$ cat config.mk
export PLATFORM = sky130hd
export DESIGN_NAME = horizontal_gradient_tint_flat
export DESIGN_NICKNAME = d
export VERILOG_FILES = /design/src/hgt_pkg.sv /design/src/hgt_stream_if.sv /design/src/horizontal_gradient_tint.sv /design/src/flat_wrapper.sv
export VERILOG_INCLUDE_DIRS = /design/src /design/src/src
export SDC_FILE = /design/constraint.sdc
export NUM_CORES = 2
export LEC_CHECK = 0
export ABC_AREA = 1
export BUFFER_PORTS_ARGS = -buffer_cell sky130_fd_sc_hd__clkbuf_2
export CAP_MARGIN = 20
export CORE_MARGIN = 2
export CORE_UTILIZATION = 45
export CTS_BUF_LIST = sky130_fd_sc_hd__clkbuf_4 sky130_fd_sc_hd__clkbuf_8
export DETAILED_ROUTE_END_ITERATION = 6
export GPL_TIMING_DRIVEN = 1
export PLACE_DENSITY_LB_ADDON = 0.1
export SLEW_MARGIN = 0
export SYNTH_ARGS = -nofsm -noshare
export SYNTH_HDL_FRONTEND = slang
export SYNTH_SLANG_ARGS = --single-unit
$ cat constraint.sdc
create_clock -name clk -period 23.6 [get_ports clk]
set_clock_uncertainty 0.1 [all_clocks]
set_input_delay 3.54 -clock clk [delete_from_list [all_inputs] [get_ports clk]]
set_output_delay 3.54 -clock clk [all_outputs]
set_load 0.01 [all_outputs]
$ cat src/horizontal_gradient_tint_macros.svh
// assertion macros used by the gradient tint rtl
`ifndef HORIZONTAL_GRADIENT_TINT_MACROS_SVH
`define HORIZONTAL_GRADIENT_TINT_MACROS_SVH

// same-cycle implication, sampled on clk, off during reset
`define HGT_ASSERT_IMPLIES(label, ante, cons, msg) \
    label: assert property (@(posedge clk) disable iff (!rst_n) (ante) |-> (cons)) \
        else $error(msg);

// next-cycle implication, sampled on clk, off during reset
`define HGT_ASSERT_NEXT(label, ante, cons, msg) \
    label: assert property (@(posedge clk) disable iff (!rst_n) (ante) |=> (cons)) \
        else $error(msg);

`endif

$ cat src/hgt_pkg.sv
// types and constants of the horizontal gradient tint pipeline
`timescale 1ns / 1ps

package hgt_pkg;

    localparam int COL_W     = 12;
    localparam int CH_W      = 8;
    localparam int WIDTH_W   = 13;
    localparam int CFG_W     = 13;
    localparam int REG_IDX_W = 3;
    localparam int NUM_CH    = 3;
    localparam int NUM_W     = 21;
    localparam int QUO_W     = 8;
    localparam int PROD_W    = 16;
    localparam int ROUND_BIAS = 127;

    typedef logic [CH_W-1:0] chan_t;
    typedef chan_t [NUM_CH-1:0] rgb_t;

    localparam chan_t CH_FULL = 8'd255;

    typedef enum logic [REG_IDX_W-1:0] {
        REG_IMAGE_WIDTH = 3'd0,
        REG_LEFT_RED    = 3'd1,
        REG_LEFT_GREEN  = 3'd2,
        REG_LEFT_BLUE   = 3'd3,
        REG_RIGHT_RED   = 3'd4,
        REG_RIGHT_GREEN = 3'd5,
        REG_RIGHT_BLUE  = 3'd6
    } reg_idx_t;

    typedef struct packed {
        logic [COL_W-1:0] column;
        chan_t            in_red;
        chan_t            in_green;
        chan_t            in_blue;
        chan_t            in_alpha;
    } in_item_t;

    typedef struct packed {
        chan_t out_red;
        chan_t out_green;
        chan_t out_blue;
        chan_t out_alpha;
    } out_item_t;

    // clamped column and denominator
    typedef struct packed {
        logic [COL_W-1:0]   x;
        logic [WIDTH_W-1:0] d;
        rgb_t               rgb;
        chan_t              alpha;
    } lerp_t;

    // interpolation partial products
    typedef struct packed {
        logic [NUM_CH-1:0][NUM_W-1:0] lo;
        logic [NUM_CH-1:0][NUM_W-1:0] hi;
        logic [WIDTH_W-1:0]           d;
        rgb_t                         rgb;
        chan_t                        alpha;
    } prod_t;

    // restoring division step
    typedef struct packed {
        logic [NUM_CH-1:0][NUM_W-1:0] rem;
        logic [NUM_CH-1:0][QUO_W-1:0] quo;
        logic [WIDTH_W-1:0]           d;
        rgb_t                         rgb;
        chan_t                        alpha;
    } div_t;

    // pixel times tint plus rounding bias
    typedef struct packed {
        logic [NUM_CH-1:0][PROD_W-1:0] v;
        chan_t                         alpha;
    } scale_t;

endpackage

$ cat src/hgt_stream_if.sv
// valid/ready stream channel carrying one packed payload
`timescale 1ns / 1ps

interface hgt_stream_if #(
    parameter type T = logic
);
    logic valid;
    logic ready;
    T     data;

    modport source (output valid, output data, input ready);
    modport sink (input valid, input data, output ready);
endinterface

$ cat src/horizontal_gradient_tint.sv
// horizontal gradient multiply tint for rgba8 pixels, top level
// throughput: one pixel per cycle while the output accepts, set by the 14-stage pipeline with per-stage ready
// the eight quotient bits of the interpolation come from eight restoring division stages
// reset clears all stage valid bits; width returns to 1 and all tint bytes to 255
`timescale 1ns / 1ps
`include "horizontal_gradient_tint_macros.svh"

module horizontal_gradient_tint #(
    parameter int MAX_WIDTH = 4096
) (
    input  logic                          clk,
    input  logic                          rst_n,
    input  logic                          cfg_we,
    input  logic [hgt_pkg::REG_IDX_W-1:0] cfg_index,
    input  logic [hgt_pkg::CFG_W-1:0]     cfg_data,
    hgt_stream_if.sink                    pix_in,
    hgt_stream_if.source                  pix_out
);

    localparam int N_STAGES  = 14;
    localparam int DIV_STEPS = hgt_pkg::QUO_W;
    localparam int ST_SCALE  = 12;
    localparam int WCAP_INT  = (MAX_WIDTH > 8191) ? 8191 : MAX_WIDTH;
    localparam logic [hgt_pkg::WIDTH_W-1:0] WIDTH_CAP = hgt_pkg::WIDTH_W'(WCAP_INT);

    // configuration registers
    logic [hgt_pkg::WIDTH_W-1:0] width_reg;
    hgt_pkg::rgb_t               left_reg;
    hgt_pkg::rgb_t               right_reg;

    always_ff @(posedge clk or negedge rst_n)
    begin
        if (!rst_n)
        begin
            width_reg <= hgt_pkg::WIDTH_W'(1);
            for (int c = 0; c < hgt_pkg::NUM_CH; c++)
            begin
                left_reg[c]  <= hgt_pkg::CH_FULL;
                right_reg[c] <= hgt_pkg::CH_FULL;
            end
        end
        else if (cfg_we)
        begin
            case (hgt_pkg::reg_idx_t'(cfg_index))
                hgt_pkg::REG_IMAGE_WIDTH: width_reg    <= cfg_data[hgt_pkg::WIDTH_W-1:0];
                hgt_pkg::REG_LEFT_RED:    left_reg[0]  <= cfg_data[hgt_pkg::CH_W-1:0];
                hgt_pkg::REG_LEFT_GREEN:  left_reg[1]  <= cfg_data[hgt_pkg::CH_W-1:0];
                hgt_pkg::REG_LEFT_BLUE:   left_reg[2]  <= cfg_data[hgt_pkg::CH_W-1:0];
                hgt_pkg::REG_RIGHT_RED:   right_reg[0] <= cfg_data[hgt_pkg::CH_W-1:0];
                hgt_pkg::REG_RIGHT_GREEN: right_reg[1] <= cfg_data[hgt_pkg::CH_W-1:0];
                hgt_pkg::REG_RIGHT_BLUE:  right_reg[2] <= cfg_data[hgt_pkg::CH_W-1:0];
                default: ;
            endcase
        end
    end

    // effective width and last column
    logic [hgt_pkg::WIDTH_W-1:0] width_eff;
    logic [hgt_pkg::WIDTH_W-1:0] last_col;

    always_comb
    begin
        if (width_reg == '0)
            width_eff = hgt_pkg::WIDTH_W'(1);
        else if (width_reg > WIDTH_CAP)
            width_eff = WIDTH_CAP;
        else
            width_eff = width_reg;
        last_col = width_eff - hgt_pkg::WIDTH_W'(1);
    end

    // per-stage valid and ready chain
    logic [N_STAGES-1:0] vld_reg;
    logic [N_STAGES-1:0] vld_next;
    logic [N_STAGES-1:0] stage_load;
    logic                in_xfer;
    logic                out_xfer;

    always_comb
    begin
        stage_load[N_STAGES-1] = !vld_reg[N_STAGES-1] || pix_out.ready;
        for (int k = N_STAGES - 2; k >= 0; k--)
            stage_load[k] = !vld_reg[k] || stage_load[k+1];
    end

    assign pix_in.ready  = stage_load[0] && rst_n;
    assign in_xfer       = pix_in.valid && pix_in.ready;
    assign pix_out.valid = vld_reg[N_STAGES-1];
    assign out_xfer      = pix_out.valid && pix_out.ready;

    always_comb
    begin
        vld_next[0] = stage_load[0] ? in_xfer : vld_reg[0];
        for (int k = 1; k < N_STAGES; k++)
            vld_next[k] = stage_load[k] ? vld_reg[k-1] : vld_reg[k];
    end

    always_ff @(posedge clk or negedge rst_n)
    begin
        if (!rst_n)
            vld_reg <= '0;
        else
            vld_reg <= vld_next;
    end

    // stage payloads
    hgt_pkg::in_item_t  s0_reg;
    hgt_pkg::lerp_t     s1_reg;
    hgt_pkg::lerp_t     s1_next;
    hgt_pkg::prod_t     s2_reg;
    hgt_pkg::prod_t     s2_next;
    hgt_pkg::div_t      dv_reg  [DIV_STEPS+1];
    hgt_pkg::div_t      dv_next [DIV_STEPS+1];
    hgt_pkg::scale_t    s12_reg;
    hgt_pkg::scale_t    s12_next;
    hgt_pkg::out_item_t s13_reg;
    hgt_pkg::out_item_t s13_next;

    // column clamp and denominator
    always_comb
    begin
        if ({1'b0, s0_reg.column} > last_col)
            s1_next.x = last_col[hgt_pkg::COL_W-1:0];
        else
            s1_next.x = s0_reg.column;
        s1_next.d     = (width_eff > hgt_pkg::WIDTH_W'(2)) ? last_col : hgt_pkg::WIDTH_W'(1);
        s1_next.rgb   = {s0_reg.in_blue, s0_reg.in_green, s0_reg.in_red};
        s1_next.alpha = s0_reg.in_alpha;
    end

    // left*(d-x) and right*x
    always_comb
    begin
        for (int c = 0; c < hgt_pkg::NUM_CH; c++)
        begin
            s2_next.lo[c] = hgt_pkg::NUM_W'(left_reg[c])
                          * hgt_pkg::NUM_W'(s1_reg.d - hgt_pkg::WIDTH_W'(s1_reg.x));
            s2_next.hi[c] = hgt_pkg::NUM_W'(right_reg[c]) * hgt_pkg::NUM_W'(s1_reg.x);
        end
        s2_next.d     = s1_reg.d;
        s2_next.rgb   = s1_reg.rgb;
        s2_next.alpha = s1_reg.alpha;
    end

    // numerator with half-denominator rounding, then one quotient bit per stage
    always_comb
    begin
        logic [hgt_pkg::NUM_W-1:0] dshift;
        logic                      ge;
        for (int c = 0; c < hgt_pkg::NUM_CH; c++)
        begin
            dv_next[0].rem[c] = s2_reg.lo[c] + s2_reg.hi[c]
                              + hgt_pkg::NUM_W'(s2_reg.d >> 1);
            dv_next[0].quo[c] = '0;
        end
        dv_next[0].d     = s2_reg.d;
        dv_next[0].rgb   = s2_reg.rgb;
        dv_next[0].alpha = s2_reg.alpha;
        for (int i = 0; i < DIV_STEPS; i++)
        begin
            dshift = hgt_pkg::NUM_W'(dv_reg[i].d) << (DIV_STEPS - 1 - i);
            for (int c = 0; c < hgt_pkg::NUM_CH; c++)
            begin
                ge = dv_reg[i].rem[c] >= dshift;
                dv_next[i+1].rem[c] = ge ? (dv_reg[i].rem[c] - dshift) : dv_reg[i].rem[c];
                dv_next[i+1].quo[c] = {dv_reg[i].quo[c][hgt_pkg::QUO_W-2:0], ge};
            end
            dv_next[i+1].d     = dv_reg[i].d;
            dv_next[i+1].rgb   = dv_reg[i].rgb;
            dv_next[i+1].alpha = dv_reg[i].alpha;
        end
    end

    // pixel times tint plus rounding bias
    always_comb
    begin
        for (int c = 0; c < hgt_pkg::NUM_CH; c++)
            s12_next.v[c] = hgt_pkg::PROD_W'(dv_reg[DIV_STEPS].rgb[c])
                          * hgt_pkg::PROD_W'(dv_reg[DIV_STEPS].quo[c])
                          + hgt_pkg::PROD_W'(hgt_pkg::ROUND_BIAS);
        s12_next.alpha = dv_reg[DIV_STEPS].alpha;
    end

    // divide by 255 as (v + (v >> 8) + 1) >> 8, exact for every v up to 255*255+127
    logic [hgt_pkg::NUM_CH-1:0][hgt_pkg::PROD_W:0] fold_sum;

    always_comb
    begin
        for (int c = 0; c < hgt_pkg::NUM_CH; c++)
            fold_sum[c] = {1'b0, s12_reg.v[c]}
                        + (hgt_pkg::PROD_W + 1)'(s12_reg.v[c] >> 8)
                        + (hgt_pkg::PROD_W + 1)'(1);
        s13_next.out_red   = fold_sum[0][hgt_pkg::PROD_W-1:8];
        s13_next.out_green = fold_sum[1][hgt_pkg::PROD_W-1:8];
        s13_next.out_blue  = fold_sum[2][hgt_pkg::PROD_W-1:8];
        s13_next.out_alpha = s12_reg.alpha;
    end

    always_ff @(posedge clk)
    begin
        if (stage_load[0])
            s0_reg <= pix_in.data;
        if (stage_load[1])
            s1_reg <= s1_next;
        if (stage_load[2])
            s2_reg <= s2_next;
        for (int i = 0; i <= DIV_STEPS; i++)
        begin
            if (stage_load[3+i])
                dv_reg[i] <= dv_next[i];
        end
        if (stage_load[ST_SCALE])
            s12_reg <= s12_next;
        if (stage_load[N_STAGES-1])
            s13_reg <= s13_next;
    end

    assign pix_out.data = s13_reg;

    // checks
    `HGT_ASSERT_NEXT(a_occupancy, 1'b1,
        $countones(vld_reg) == $past($countones(vld_reg)) + int'($past(in_xfer))
            - int'($past(out_xfer)),
        "pipeline occupancy does not match transfers")
    `HGT_ASSERT_IMPLIES(a_full_stall, (&vld_reg) && !pix_out.ready, !pix_in.ready,
        "input taken while every stage is full and stalled")
    `HGT_ASSERT_IMPLIES(a_div_rem, vld_reg[ST_SCALE-1],
        (dv_reg[DIV_STEPS].rem[0] < hgt_pkg::NUM_W'(dv_reg[DIV_STEPS].d))
            && (dv_reg[DIV_STEPS].rem[1] < hgt_pkg::NUM_W'(dv_reg[DIV_STEPS].d))
            && (dv_reg[DIV_STEPS].rem[2] < hgt_pkg::NUM_W'(dv_reg[DIV_STEPS].d)),
        "division remainder not below denominator")

endmodule

$ cat src/flat_wrapper.sv
// flat-port wrapper written by rule: the top's interface ports become plain ports
module horizontal_gradient_tint_flat 
#(
    parameter int MAX_WIDTH = 4096
)
  (clk, rst_n, cfg_we, cfg_index, cfg_data, pix_in_valid, pix_in_data, pix_in_ready, pix_out_valid, pix_out_data, pix_out_ready);
  hgt_stream_if #(.T(hgt_pkg::in_item_t)) pix_in_i ();
  hgt_stream_if #(.T(hgt_pkg::out_item_t)) pix_out_i ();
  input  logic clk;
  input  logic rst_n;
  input  logic cfg_we;
  input  logic [hgt_pkg::REG_IDX_W-1:0] cfg_index;
  input  logic [hgt_pkg::CFG_W-1:0] cfg_data;
  input wire logic [$bits(pix_in_i.valid)-1:0] pix_in_valid;
  input wire logic [$bits(pix_in_i.data)-1:0] pix_in_data;
  output wire logic [$bits(pix_in_i.ready)-1:0] pix_in_ready;
  output wire logic [$bits(pix_out_i.valid)-1:0] pix_out_valid;
  output wire logic [$bits(pix_out_i.data)-1:0] pix_out_data;
  input wire logic [$bits(pix_out_i.ready)-1:0] pix_out_ready;
  assign pix_in_i.valid = pix_in_valid;
  assign pix_in_i.data = pix_in_data;
  assign pix_in_ready = pix_in_i.ready;
  assign pix_out_valid = pix_out_i.valid;
  assign pix_out_data = pix_out_i.data;
  assign pix_out_i.ready = pix_out_ready;
  horizontal_gradient_tint #(.MAX_WIDTH(MAX_WIDTH)) u_core (.clk(clk), .rst_n(rst_n), .cfg_we(cfg_we), .cfg_index(cfg_index), .cfg_data(cfg_data), .pix_in(pix_in_i), .pix_out(pix_out_i));
endmodule
Word-level counts from Yosys, hierarchy flattened
Memories as Yosys holds them, arrays and structs flattened.
Index checks and enable logic that the tools add are counted.
- add/subtract/negate cells: 41
- $mul: 9
- div/mod/pow operators: 0
- $lt $le $gt $ge: 27
- equal/unequal tests: 6
- shift-type cells: 0
- multiplexer cells: 45
- bitwise logic cells: 0
- reduce and logical (&&, ||, !) cells: 39
- operators with widths (kind ; number):
    $mux W21 ; 24
    $add A21 B12 Y21 ; 3
    $add A21 B20 Y21 ; 3
    $ge A21 B13 Y1 ; 3
    $ge A21 B14 Y1 ; 3
    $ge A21 B15 Y1 ; 3
    $ge A21 B16 Y1 ; 3
    $ge A21 B17 Y1 ; 3
    $ge A21 B18 Y1 ; 3
    $ge A21 B19 Y1 ; 3
    $ge A21 B20 Y1 ; 3
    $mul A8 B21 Y21 ; 3
    $sub A21 B13 Y21 ; 3
    $sub A21 B14 Y21 ; 3
    $sub A21 B15 Y21 ; 3
    $sub A21 B16 Y21 ; 3
    $sub A21 B17 Y21 ; 3
    $sub A21 B18 Y21 ; 3
    $sub A21 B19 Y21 ; 3
    $sub A21 B20 Y21 ; 3
    $mul A8 B12 Y20 ; 3
    $add A16 B1 Y16 const B ; 3
    $add A16 B7 Y16 const B ; 3
    $add A16 B8 Y16 ; 3
    other kinds (18) ; 74
- register bits after elaboration: 432
- latch bits: 0
- RAM bits: 1188
- bits in read-only memories: 0
- input port bits: 65
- output and inout port bits: 34
- memories kept: 1
- memory list (name ; words ; bits a word ; read ports ; clocked after Yosys merged registers in ; write ports ; RTL line ; text):
    u_core.dv_reg ; 9 ; 132 ; 9 ; 0 ; 9 ; horizontal_gradient_tint.sv:112 ; hgt_pkg::div_t dv_reg [DIV_STEPS+1];

Logic depth before layout (Yosys ltp)
- word-level depth: 17
- mapped depth: 33
- gate-level depth less buffers: 31

Worst setup path before layout
Ideal clock, no wire load.
- kind: in2out
- start: input pix_out_ready
- end: output pix_in_ready
- data arrival time: 11.519 ns
- required time: 19.960 ns
- slack: 8.441 ns
- stages: 12
- path through: inv_1 > nand2_1 > nor2_2 > nand2_2 > nor2_4 > nand4_2 > nor2_4 > nand4_4 > nor2_2 > nand3_1 > nand2_1 > inv_1
- longest elaborated chain between the ends: 15
- RTL lines (element ; RTL line ; text):
    start, declared ; flat_wrapper.sv:19 ; input wire logic [$bits(pix_out_i.ready)-1:0] pix_out_ready;
    $logic_or A1 B1 Y1 ; horizontal_gradient_tint.sv:81 ; stage_load[N_STAGES-1] = !vld_reg[N_STAGES-1] || pix_out.ready;
    via u_core.stage_load[13] ; horizontal_gradient_tint.sv:75 ; logic [N_STAGES-1:0] stage_load;
    $logic_or A1 B1 Y1 (2 in a row) ; horizontal_gradient_tint.sv:83 ; stage_load[k] = !vld_reg[k] || stage_load[k+1];
    via u_core.stage_load[11] ; horizontal_gradient_tint.sv:75 ;
    $logic_or A1 B1 Y1 (4 in a row) ; horizontal_gradient_tint.sv:83 ;
    via u_core.stage_load[7] ; horizontal_gradient_tint.sv:75 ;
    $logic_or A1 B1 Y1 (4 in a row) ; horizontal_gradient_tint.sv:83 ;
    via u_core.stage_load[3] ; horizontal_gradient_tint.sv:75 ;
    $logic_or A1 B1 Y1 (3 in a row) ; horizontal_gradient_tint.sv:83 ;
    $logic_and A1 B1 Y1 ; horizontal_gradient_tint.sv:86 ; assign pix_in.ready = stage_load[0] && rst_n;
    end, declared ; flat_wrapper.sv:16 ; output wire logic [$bits(pix_in_i.ready)-1:0] pix_in_ready;
The timed path passes the listed nets, and every way through them passes these cells.

Final worst setup path
Same ends and word-level chain as after synthesis.

==> impl_results.md <==
* Mux cell area share after synthesis at 0.0348%
* Final wirelength at 240 mm
* Vias per cell at 5.10
* Worst Hold Class: reg -> reg
* RSZ-0062 raised after global routing: no
* Synth area leaders: edfxtp_1, fa_1, ha_1, nand2_1, inv_1
* Fraction of layout instances using a drive strength above 1 at 7.54%
* Vias at 66397
* Adder-cell share of the synthesized area at between 20 and 25%
* Core box area at 215000 sq um
* Num CTS Buffers at 275
* Worst Tran Pin Value at approximately 1.2 ns
* Die width at 468 um
* Slew HR at 23.3%
* Initial Util at 45.2%
* Final Critical Period at 10.13 ns
* Final net count at 11433
* HPWL Detailed at 190 mm
* Setup TNS at 0 ns
* Pre-Repair DR Iteration Count at 6
* CTS Buffer Depth at 4
* Crit end category: output pin
* Via count of the first global-routing pass at approximately 70000
* WL/cell at 18.5 um
* Detail Route Antenna Nets at 0
* Hold depth at 0
* Die area at 219000 sq um
* Syn avg cell area at 9.94 sq um
* Reg2reg start: u_core.s1_reg[50]
* CTS tree: yes
* First-pass GRT wire length at 379 mm
* CP Data Required Time at 19.96 ns
* Synth Area in Simple Gates at 14.3%
* GRT Total Usage at 22.3%
* Post-synth EDFFs at 1361
* Main combinational cell family by area after synthesis: adder cells
* Total gr overflow at 0
* Synth Register Bits at 1436
* Std cell rows at 170
* CP arrival at ~6.5 ns
* Clk sinks at 1436
* Top cell type's share of synthesized area at 42.1%
* R2r setup slk at between 15 and 20 ns
* Top_reg_cell synth: edfxtp_1
* DIE HEIGHT at 468 um
* Final count of hold timing violations at 0
* Setup violators final at 0
* Crit Path Max Fanout at between 50 and 60
* Initial antenna violation count at 1
* Boundary Pins at 99
* Syn nets at 11209
* Max Clock Freq at between 0.09 and 0.1 GHz
* WS Path Type: in -> out
* PortBufs at 98
* Largest register FFs at 1004
* Pins Over Slew Limit at 0
* Initial drt markers at 3960
* # H-tree levels at 5
* Status: finished clean
* CTS hold repair buffers at 0
* Largest net degree at the start of global routing at 86
* Final period utilization at 42.9%
* CP Launch Type: primary input
* Synthesized cell area at 97100 sq um
* Area Overhead vs Synth at 9.08%
* Count of cell types in the netlist at 72
* Post_cts resized at 0
* CP endpoint: pix_in_ready
* Gate Count Post-Synth at 9767
* Post-CTS Setup Inserts at 0
* Clock Latency Late Sink at 1.04 ns
* RR Endpoint: u_core.s2_reg[128]
* Total of max-cap violations at 0
* Top post-synthesis cells by count: nand2_1, inv_1, edfxtp_1
* Ys Warns at 0
* Worst-path clk slew at 0.06 ns
* Fraction of registers with async set/reset at 5.22%
* CTS root buf: clkbuf_8
* GP Congestion at approximately 0.95
* Compound-gate portion of the synthesized area at 7.81%
* Residual DRC at 0
* Worst Setup SP: pix_out_ready
* Area leader, netlist: edfxtp_1
* Sequential share of the synthesized area at around 44%
* Worst r2r path cells at 29
* Most common cell in the synthesized netlist: nand2_1
* Post-synthesis xor/xnor area fraction at 4.23%
-- worst min path at each step --
stage | from | endpoint | slack (ns)
after floorplan | u_core.s1_reg[0] | u_core.dv_next[1056] | 0.30
after global placement | u_core.dv_reg[0][666] | u_core.dv_reg[0][798] | 0.30
after detailed placement | u_core.s1_reg[13] | u_core.dv_next[1069] | 0.30
after CTS | u_core.dv_reg[0][283] | u_core.dv_reg[0][415] | 0.28
after global routing | u_core.dv_reg[0][283] | u_core.dv_reg[0][415] | 0.28
final | u_core.dv_reg[0][283] | u_core.dv_reg[0][415] | 0.28
-- cell type report --
class                      instances  area [sq um]
antenna                            2          5.00
sequential                      1436         42800
clock buffer                     359          4480
inverter                        1544          5810
tap                             2838          3550
multi-input combinational       6589         47600
clock inverter                   102           792
timing repair buffer             145           866
fill                           19807        109000
-- routing by layer --
layer	part of all wire, %	up-vias	global-route usage [%]
li1	-	32783	-
met1	41	31748	26.3
met2	50	1392	39.6
met3	3.9	474	3.30
met4	5.0	0	10.6
met5	0	-	0
-- metrics by stage --
step	utilization [%]	setup slack [ns]	hold slack (ns)	instance area, sq um	std cells
after floorplan	-	8.44	0.300	97100	9767
after detailed placement	46.9	13.40	0.305	101000	12552
after global routing	49.3	13.18	0.280	106000	13014
after CTS	49.3	13.40	0.275	106000	13013
after global placement	46.9	13.37	0.301	101000	12551
final	49.3	13.47	0.275	106000	13015
-- kinds of logic (layout without fill, tap and decap cells) --
logic type | count (synthesis) | after routing
compound gates | 1371 | 1371
buf+inv | 1742 | 2150
other cells | 0 | 2
mux | 3 | 3
fa+ha+maj | 1377 | 1377
simple gates | 3371 | 3371
xor+xnor | 467 | 467
flops | 1436 | 1436
-- worst max-delay path: stages --
cell and delay [ns]:
clkbuf_2 0.08, inv_1 0.04, nand2_1 0.04, buf_4 0.27, nor2_2 0.21, nand2_2 0.10, nor2_4 0.24, nand4_4 0.10
buf_4 0.37, nor2_4 0.33, nand4_4 0.10, buf_4 0.31, nor2_2 0.33, nand3_2 0.11, nand2_1 0.10, inv_1 0.04
clkbuf_2 0.12
-- cell usage in the layout (no fill, tap or decap), types with 78 or more instances in the layout --
| master | count |
|---|---|
| a21o_1 | 78 |
| fa_1 | 628 |
| a21oi_1 | 548 |
| o21ai_1 | 296 |
| o21ai_0 | 262 |
| xnor2_1 | 215 |
| clkbuf_8 | 285 |
| xor2_1 | 250 |
| inv_1 | 1475 |
| ha_1 | 749 |
| nand2_1 | 2058 |
| clkbuf_2 | 97 |
| nor3_1 | 102 |
| edfxtp_1 | 1361 |
| nor2_1 | 671 |
| nand3_1 | 311 |
Power is left out: the tool's default activity adds up to more than one toggle a clock period on the data nets, which glitch-free logic cannot reach.
